<file path="src/design/mmac_pkg.sv">
// ----------------------------------------------------------------------------
// Matrix multiply-accumulate package
// Shared types, codes and widths for the controller, datapath and checker.
// ----------------------------------------------------------------------------
`timescale 1ns / 1ps
`default_nettype none

package mmac_pkg;

  // Dimension counters and the size register.
  localparam int unsigned DIM_W = 4;
  localparam logic [DIM_W-1:0] SIZE_RESET = 4'd8;

  // Field widths of the stream items.
  localparam int unsigned IDX_W = 3;
  localparam int unsigned VAL_W = 16;
  localparam int unsigned FRAC_SHIFT = 14;
  localparam int unsigned C_W = 40;
  localparam int unsigned PROD_W = 2 * VAL_W;
  // Exact sum of one C element and up to fifteen products needs 41 bits.
  localparam int unsigned ACC_W = 42;

  localparam int unsigned S_TDATA_W = 24;
  localparam int unsigned S_TUSER_W = 2;
  localparam int unsigned M_TDATA_W = 48;

  typedef enum logic [1:0] {
    OP_LOAD_A  = 2'd0,
    OP_LOAD_B  = 2'd1,
    OP_LOAD_C  = 2'd2,
    OP_COMPUTE = 2'd3
  } op_e;

  typedef enum logic [1:0] {
    ST_IDLE,
    ST_MAC,
    ST_DRAIN
  } state_e;

  // Commands from the controller to the datapath.
  typedef struct packed {
    logic             load_we;
    op_e              load_op;
    logic             mac_rd;
    logic             mac_first;
    logic             mac_last;
    logic             wb;
    logic             wb_last;
    logic [DIM_W-1:0] row;
    logic [DIM_W-1:0] col;
    logic [DIM_W-1:0] kk;
  } cmd_t;

  // Status from the datapath to the controller.
  typedef struct packed {
    logic acc_done;
    logic out_free;
  } sts_t;

endpackage

`default_nettype wire

</file>
<file path="src/design/mmac_ctrl.sv">
// ----------------------------------------------------------------------------
// Matrix multiply-accumulate controller
// Holds the size register, steps through rows, columns and the inner index,
// and issues load, multiply-accumulate and write-back commands.
// ----------------------------------------------------------------------------
`timescale 1ns / 1ps
`default_nettype none

module mmac_ctrl #(
  parameter int MAX_DIM = 8
) (
  input  wire                           clk_i,
  input  wire                           rst_ni,
  input  wire                           cfg_we_i,
  input  wire  [mmac_pkg::DIM_W-1:0]    cfg_wdata_i,
  input  wire                           in_valid_i,
  input  mmac_pkg::op_e                 in_op_i,
  input  wire  [mmac_pkg::IDX_W-1:0]    in_row_i,
  input  wire  [mmac_pkg::IDX_W-1:0]    in_col_i,
  output logic                          in_ready_o,
  input  mmac_pkg::sts_t                sts_i,
  output mmac_pkg::cmd_t                cmd_o
);

  mmac_pkg::state_e state_q, state_d;
  logic [mmac_pkg::DIM_W-1:0] size_q;
  logic [mmac_pkg::DIM_W-1:0] dim;
  logic [mmac_pkg::DIM_W-1:0] i_q, j_q, k_q;
  logic accept, in_range, k_end, j_end, i_end;

  always_comb begin
    dim = size_q;
    if (size_q == '0) begin
      dim = mmac_pkg::DIM_W'(1);
    end else if (32'(size_q) > MAX_DIM) begin
      dim = mmac_pkg::DIM_W'(MAX_DIM);
    end
  end

  assign accept   = in_valid_i && in_ready_o;
  assign in_range = (mmac_pkg::DIM_W'(in_row_i) < dim) && (mmac_pkg::DIM_W'(in_col_i) < dim);
  assign k_end    = (k_q == dim - 1'b1);
  assign j_end    = (j_q == dim - 1'b1);
  assign i_end    = (i_q == dim - 1'b1);

  // Next state.
  always_comb begin
    state_d = state_q;
    case (state_q)
      mmac_pkg::ST_IDLE: begin
        if (accept && in_op_i == mmac_pkg::OP_COMPUTE) state_d = mmac_pkg::ST_MAC;
      end
      mmac_pkg::ST_MAC: begin
        if (k_end) state_d = mmac_pkg::ST_DRAIN;
      end
      mmac_pkg::ST_DRAIN: begin
        if (cmd_o.wb) state_d = (i_end && j_end) ? mmac_pkg::ST_IDLE : mmac_pkg::ST_MAC;
      end
      default: state_d = mmac_pkg::ST_IDLE;
    endcase
  end

  // Outputs.
  always_comb begin
    in_ready_o        = (state_q == mmac_pkg::ST_IDLE);
    cmd_o.load_we     = accept && (in_op_i != mmac_pkg::OP_COMPUTE) && in_range;
    cmd_o.load_op     = in_op_i;
    cmd_o.mac_rd      = (state_q == mmac_pkg::ST_MAC);
    cmd_o.mac_first   = (k_q == '0);
    cmd_o.mac_last    = k_end;
    cmd_o.wb          = (state_q == mmac_pkg::ST_DRAIN) && sts_i.acc_done && sts_i.out_free;
    cmd_o.wb_last     = i_end && j_end;
    cmd_o.row         = i_q;
    cmd_o.col         = j_q;
    cmd_o.kk          = k_q;
  end

  always_ff @(posedge clk_i or negedge rst_ni) begin
    if (!rst_ni) begin
      state_q <= mmac_pkg::ST_IDLE;
      size_q  <= mmac_pkg::SIZE_RESET;
      i_q     <= '0;
      j_q     <= '0;
      k_q     <= '0;
    end else begin
      state_q <= state_d;
      if (cfg_we_i) size_q <= cfg_wdata_i;
      if (state_q == mmac_pkg::ST_IDLE) begin
        i_q <= '0;
        j_q <= '0;
        k_q <= '0;
      end else if (state_q == mmac_pkg::ST_MAC) begin
        k_q <= k_end ? '0 : k_q + 1'b1;
      end else if (cmd_o.wb) begin
        if (j_end) begin
          j_q <= '0;
          i_q <= i_q + 1'b1;
        end else begin
          j_q <= j_q + 1'b1;
        end
      end
    end
  end

endmodule

`default_nettype wire

</file>
<file path="config.mk">
export PLATFORM = sky130hd
export DESIGN_NAME = mmac_ctrl
export DESIGN_NICKNAME = d
export VERILOG_FILES = /design/src/design/mmac_pkg.sv /design/src/design/mmac_ctrl.sv
export SDC_FILE = /design/constraint.sdc
export NUM_CORES = 1
export LEC_CHECK = 0
export ABC_AREA = 1
export BUFFER_PORTS_ARGS = -buffer_cell sky130_fd_sc_hd__buf_2
export CORE_MARGIN = 1.5
export CORE_UTILIZATION = 40
export CTS_BUF_LIST = sky130_fd_sc_hd__clkbuf_2 sky130_fd_sc_hd__clkbuf_4 sky130_fd_sc_hd__clkbuf_8
export CTS_CLUSTER_DIAMETER = 100
export CTS_CLUSTER_SIZE = 10
export DETAILED_ROUTE_END_ITERATION = 7
export PLACE_DENSITY_LB_ADDON = 0.15
export SKIP_LAST_GASP = 1
export SLEW_MARGIN = 10
export SYNTH_ARGS = -nofsm -noshare
export SYNTH_HDL_FRONTEND = slang
export SYNTH_SLANG_ARGS = --single-unit
export TNS_END_PERCENT = 50
</file>
<file path="constraint.sdc">
create_clock -name clk_i -period 4.3 [get_ports clk_i]
set_input_delay 0.43 -clock clk_i [delete_from_list [all_inputs] [get_ports clk_i]]
set_output_delay 0.43 -clock clk_i [all_outputs]
set_load 0.02 [all_outputs]
</file>
* Word-level counts from Yosys, hierarchy flattened *
Index checks and enable logic that the tools add are counted.

cells by class
  $add $sub $neg = 4
  order comparisons = 3
  equal/unequal tests = 11
  muxes and demuxes = 18
  reduce and logical (&&, ||, !) cells = 17

operator list
  kind                                                  number
  two-way mux 4 bit                                     13
  adder 4 x 1 -> 4 bit, second input constant           3
  == test 4 bit                                         3
  logical AND 1 bit                                     8
  logical NOT 4 bit                                     2
  < comparator 3 x 4 -> 1 bit                           2
  two-way mux 2 bit                                     3
  != test 2 bit, second input constant                  3
  case mux 2 bit (3 select lines)                       1
  AND reduction 3 bit                                   2
  nonzero test 2 bit                                    3
  == test 2 bit, second input constant                  2
  greater-than comparator 4 bit, second input constant  1
  != test 2 x 1 -> 1 bit, second input constant         2
  subtractor 4 x 1 -> 4 bit, second input constant      1
  == test 2 x 1 -> 1 bit, second input constant         1
  logical NOT 2 bit                                     1
  AND reduction 2 bit                                   1
  two-way mux 1 bit                                     1

word-level totals
  register bits = 18
  input bits = 18
  output and inout port bits = 21
  logic and storage cells = 58

* Longest topological paths before layout *
  depth in word-level cells = 9
  depth in mapped cells = 15
  gate-level depth less buffers = 15

* Least setup slack after synthesis *
OpenSTA, ideal clock, no wires.

  kind = register to output
  start point = register size_q[2] (netlist name)
  end point = output cmd_o[12] (netlist name)
  data arrival time = 1.726 ns
  required time = 3.870 ns
  path slack = 2.144 ns
  stages on the path, launching flop included = 10
  cell sequence = dfrtp_1 > o21ai_4 > nand2_2 > ha_1 > o21ai_0 > a21oi_1 > nand2_1 > nor2_4 > nand2_1 > inv_1

RTL lines
  element                 RTL line         source
  from (decl)             mmac_ctrl.sv:26  logic [mmac_pkg::DIM_W-1:0] size_q;
  from (signal assigned)  mmac_ctrl.sv:81  size_q <= mmac_pkg::SIZE_RESET;
  from (signal assigned)  mmac_ctrl.sv:87  if (cfg_we_i) size_q <= cfg_wdata_i;
  to (decl)               mmac_ctrl.sv:22  output mmac_pkg::cmd_t cmd_o

==> reports/qor.json <==
{
  "finish": {
    "layout.nets": 229,
    "fillerInstances": 311,
    "area.growth.synth_to_final_pct": 19.74,
    "stdcell_count": 245,
    "diodes": 0,
    "final_core_util_pct": 50.37,
    "drive_above_1_share_pct": 30.35
  },
  "timing": {
    "grt_setup_unrepaired": "false",
    "fmax_mhz": 369.6,
    "final_min_period_over_clock_period_pct": 62.93,
    "finalHoldViolCount": 0,
    "largest_clock_skew_in_the_final_design_ns": 0.0008697,
    "timing.setup.tns_ns": 0,
    "postLayoutSetupSlackWorst_ns": 1.594,
    "report.final.setup_viol": 0,
    "worst-slew-pin-transition_ns": 0.5166,
    "slew_violations": 0,
    "finalCriticalPeriod_ns": 2.706,
    "max_slew_headroom_pct": 65.43
  },
  "route": {
    "vias": 1189,
    "finalWirelength_um": 2772,
    "via_per_inst": 4.853,
    "detailed_routing_iteration_count_for_the_pre_antenna_repair_pass": 4,
    "avgRoutedWirePerCell_um": 11.31,
    "final_antenna_net_count": 0,
    "route.detailed.drc": 0,
    "iteration_0_drc_markers": 44
  },
  "synthesis": {
    "ys_ff_latch": 18,
    "synthDistinctLibCells": 26,
    "syn_area_per_cell_sq_um": 7.814,
    "synth.most_common_cell": "sky130_fd_sc_hd__nand2_1",
    "postSynth.topFlopCell": "sky130_fd_sc_hd__dfrtp_1",
    "synth_nets": 190,
    "post_synth_instance_area_sq_mm": 0.001274,
    "synth_enable_flop_cells": 0,
    "seq_area_frac_synth_pct": 35.46,
    "syn-instance-count": 163,
    "synth_top_cell_by_area": "sky130_fd_sc_hd__dfrtp_1",
    "synth_top_cell_area_share_pct": 33.40,
    "asyncSetResetFlopFracSynth_pct": 100.0,
    "synth_commonest_cells": "sky130_fd_sc_hd__nand2_1, sky130_fd_sc_hd__inv_1, sky130_fd_sc_hd__nand3_1, sky130_fd_sc_hd__dfrtp_1, sky130_fd_sc_hd__o21ai_0",
    "synth_top_cells_by_area": "sky130_fd_sc_hd__dfrtp_1, sky130_fd_sc_hd__nand2_1, sky130_fd_sc_hd__ha_1, sky130_fd_sc_hd__nand3_1, sky130_fd_sc_hd__inv_1",
    "synthesis.yosys.warnings": 0
  },
  "clock_network": {
    "cts_tree": "yes",
    "cts_inserted_buffers": 3,
    "clock_tree.buffer_depth": 2,
    "ctsHtreeMaxLevel": 1,
    "ctsResizeCount": 0,
    "postCtsSetupBuffers": 0,
    "root_buffer": "sky130_fd_sc_hd__clkbuf_4",
    "count_of_hold_buffers_inserted_by_post_cts_repair": 0,
    "clkSlewWorstSetupHoldPaths_ns": 0.10,
    "worst_skew_pair.late_latency_ns": 0.29,
    "cts.sink_count": 18
  },
  "place": {
    "place_congestion": 0.8425,
    "hpwl_um": 2268,
    "post-place-cells": 241,
    "detailedPlace.worstSlack_ns": 1.890,
    "placement.io_buffers": 38
  },
  "floorplan": {
    "initial_core_util_pct": 42.07,
    "chipHeight_um": 59.43,
    "io_pins": 39,
    "fp-row-count": 20,
    "die_area_sq_mm": 0.003532,
    "floorplan.die.width_um": 59.43,
    "fp.coreArea_sq_mm": 0.003028
  },
  "job": {
    "max_cap_violations": 0
  },
  "worst_setup_path": {
    "path_class": "register to output port",
    "crit_arrival_ns": 2.28,
    "startpoint_types": "register",
    "critical_path_required_ns": 3.87,
    "endpoint_kind": "output port",
    "path_max_fanout": 6
  },
  "grt": {
    "grt_max_degree": 19,
    "grt_pass1_wl_um": 4816,
    "first_global_vias": 1126,
    "gr-total-overflow": 0,
    "initial_antenna_violation_count": 0,
    "total_grt_usage_pct": 17.79
  },
  "power": {
    "power.density_mw_per_mm2": 458.5,
    "peak_ir_drop_on_the_vdd_network_mv": 0.3288,
    "power_leakage_uw": 0.0008289
  },
  "hold_path": {
    "worstHoldPathType": "input pin to asynchronous set/reset pin"
  },
  "outcome": {
    "status": "complete, no violations"
  }
}
[flip-flops by register name (all words and copies together) (netlist names)]
signal,flops
i_q,4
j_q,4
k_q,4
size_q,4
state_q,2
[final timing paths]
path	from	endpoint	slack, ns	cells past startpoint
worst max-delay path	size_q[2]	cmd_o[12]	1.59	10
worst min-delay path	rst_ni	size_q[0]	0.06	1
worst max register to register	size_q[2]	i_q[0]	2.19	10
worst min register to register	state_q[1]	k_q[0]	0.57	2
max in group asynchronous	rst_ni	size_q[3]	3.92	1
min in group clk_i	cfg_wdata_i[0]	size_q[0]	0.34	3
[power by group]
group	total (uW)	leakage, uW	switching, uW	internal [uW]
combinational	365	0.000571	243	123
sequential	230	0.000236	33.6	196
clock	104	0.0000210	52.4	51.6
total	699	0.000829	329	371
[stage by stage]
stage | hold slack [ns] | power [uW] | cell area, sq um
global placement | 0.3918 | 598.7 | 1489
detailed placement | 0.3936 | 606.2 | 1489
CTS | 0.06040 | 712.8 | 1525
global route | 0.07605 | 765.5 | 1525
finish | 0.05524 | 699.3 | 1525
floorplan | 0.1344 | 516.6 | 1274
[worst max-delay path: stages, from the launching register on]
cell and delay [ns]:
sky130_fd_sc_hd__dfrtp_1 0.46, sky130_fd_sc_hd__o21ai_4 0.22, sky130_fd_sc_hd__nand2_2 0.11, sky130_fd_sc_hd__ha_1 0.37
sky130_fd_sc_hd__o21ai_0 0.11, sky130_fd_sc_hd__a21oi_1 0.11, sky130_fd_sc_hd__nand2_1 0.09, sky130_fd_sc_hd__nor2_4 0.20
sky130_fd_sc_hd__nand2_1 0.11, sky130_fd_sc_hd__inv_1 0.06, sky130_fd_sc_hd__buf_2 0.15
[cells in the final DEF, fill, tap and decap left out]
cell and count:
sky130_fd_sc_hd__nand2_2 4, sky130_fd_sc_hd__o21ai_0 11, sky130_fd_sc_hd__xor2_1 4, sky130_fd_sc_hd__o21ai_1 1
sky130_fd_sc_hd__xnor2_1 1, sky130_fd_sc_hd__nand2_1 35, sky130_fd_sc_hd__buf_2 38, sky130_fd_sc_hd__nor2_4 2
sky130_fd_sc_hd__nand3_1 20, sky130_fd_sc_hd__nand4_1 2, sky130_fd_sc_hd__a21boi_0 2, sky130_fd_sc_hd__a21oi_1 5
sky130_fd_sc_hd__nor2_2 2, sky130_fd_sc_hd__dfrtp_1 17, sky130_fd_sc_hd__a31oi_1 1, sky130_fd_sc_hd__inv_1 20
sky130_fd_sc_hd__ha_1 9, sky130_fd_sc_hd__dfstp_2 1, sky130_fd_sc_hd__nor2_8 1, sky130_fd_sc_hd__o21ai_4 1
sky130_fd_sc_hd__clkbuf_4 3, sky130_fd_sc_hd__o22ai_1 3, sky130_fd_sc_hd__o31ai_1 1, sky130_fd_sc_hd__nand3_2 2
sky130_fd_sc_hd__mux2_2 2, sky130_fd_sc_hd__nor2_1 8, sky130_fd_sc_hd__clkbuf_8 1, sky130_fd_sc_hd__inv_2 4
[logic make-up (layout without fill, tap and decap cells)]
| group | count (synthesis) | count (layout) | share of synthesized area, % |
|---|---|---|---|
| buffers and inverters | 28 | 66 | 9.430 |
| AOI/OAI and AO/OA | 25 | 25 | 11.69 |
| xor gates and xnor gates | 5 | 5 | 3.438 |
| adders and majority gates | 9 | 9 | 8.841 |
| and+or+nand+nor | 76 | 76 | 29.37 |
| muxes | 2 | 2 | 1.768 |
| DFF | 18 | 18 | 35.46 |
[layer usage]
| layer | track usage [%] | routed length [um] |
|---|---|---|
| met1 | 23.61 | 1308 |
| met4 | 5.844 | 29 |
| met3 | 1.965 | 132 |
| met2 | 29.98 | 1302 |
| met5 | 0 | 0 |
[final cells by class]
type / count / area, sq um / share of cell area [%]
clock buffer: 4 / 36.28 / 2.379
timing repair buffer: 38 / 190.2 / 12.47
inverter: 24 / 90.09 / 5.906
tap: 44 / 55.05 / 3.610
sequential: 18 / 451.7 / 29.61
multi-input combinational: 117 / 701.9 / 46.02
Note: power is estimated with default switching activity, not from simulation.
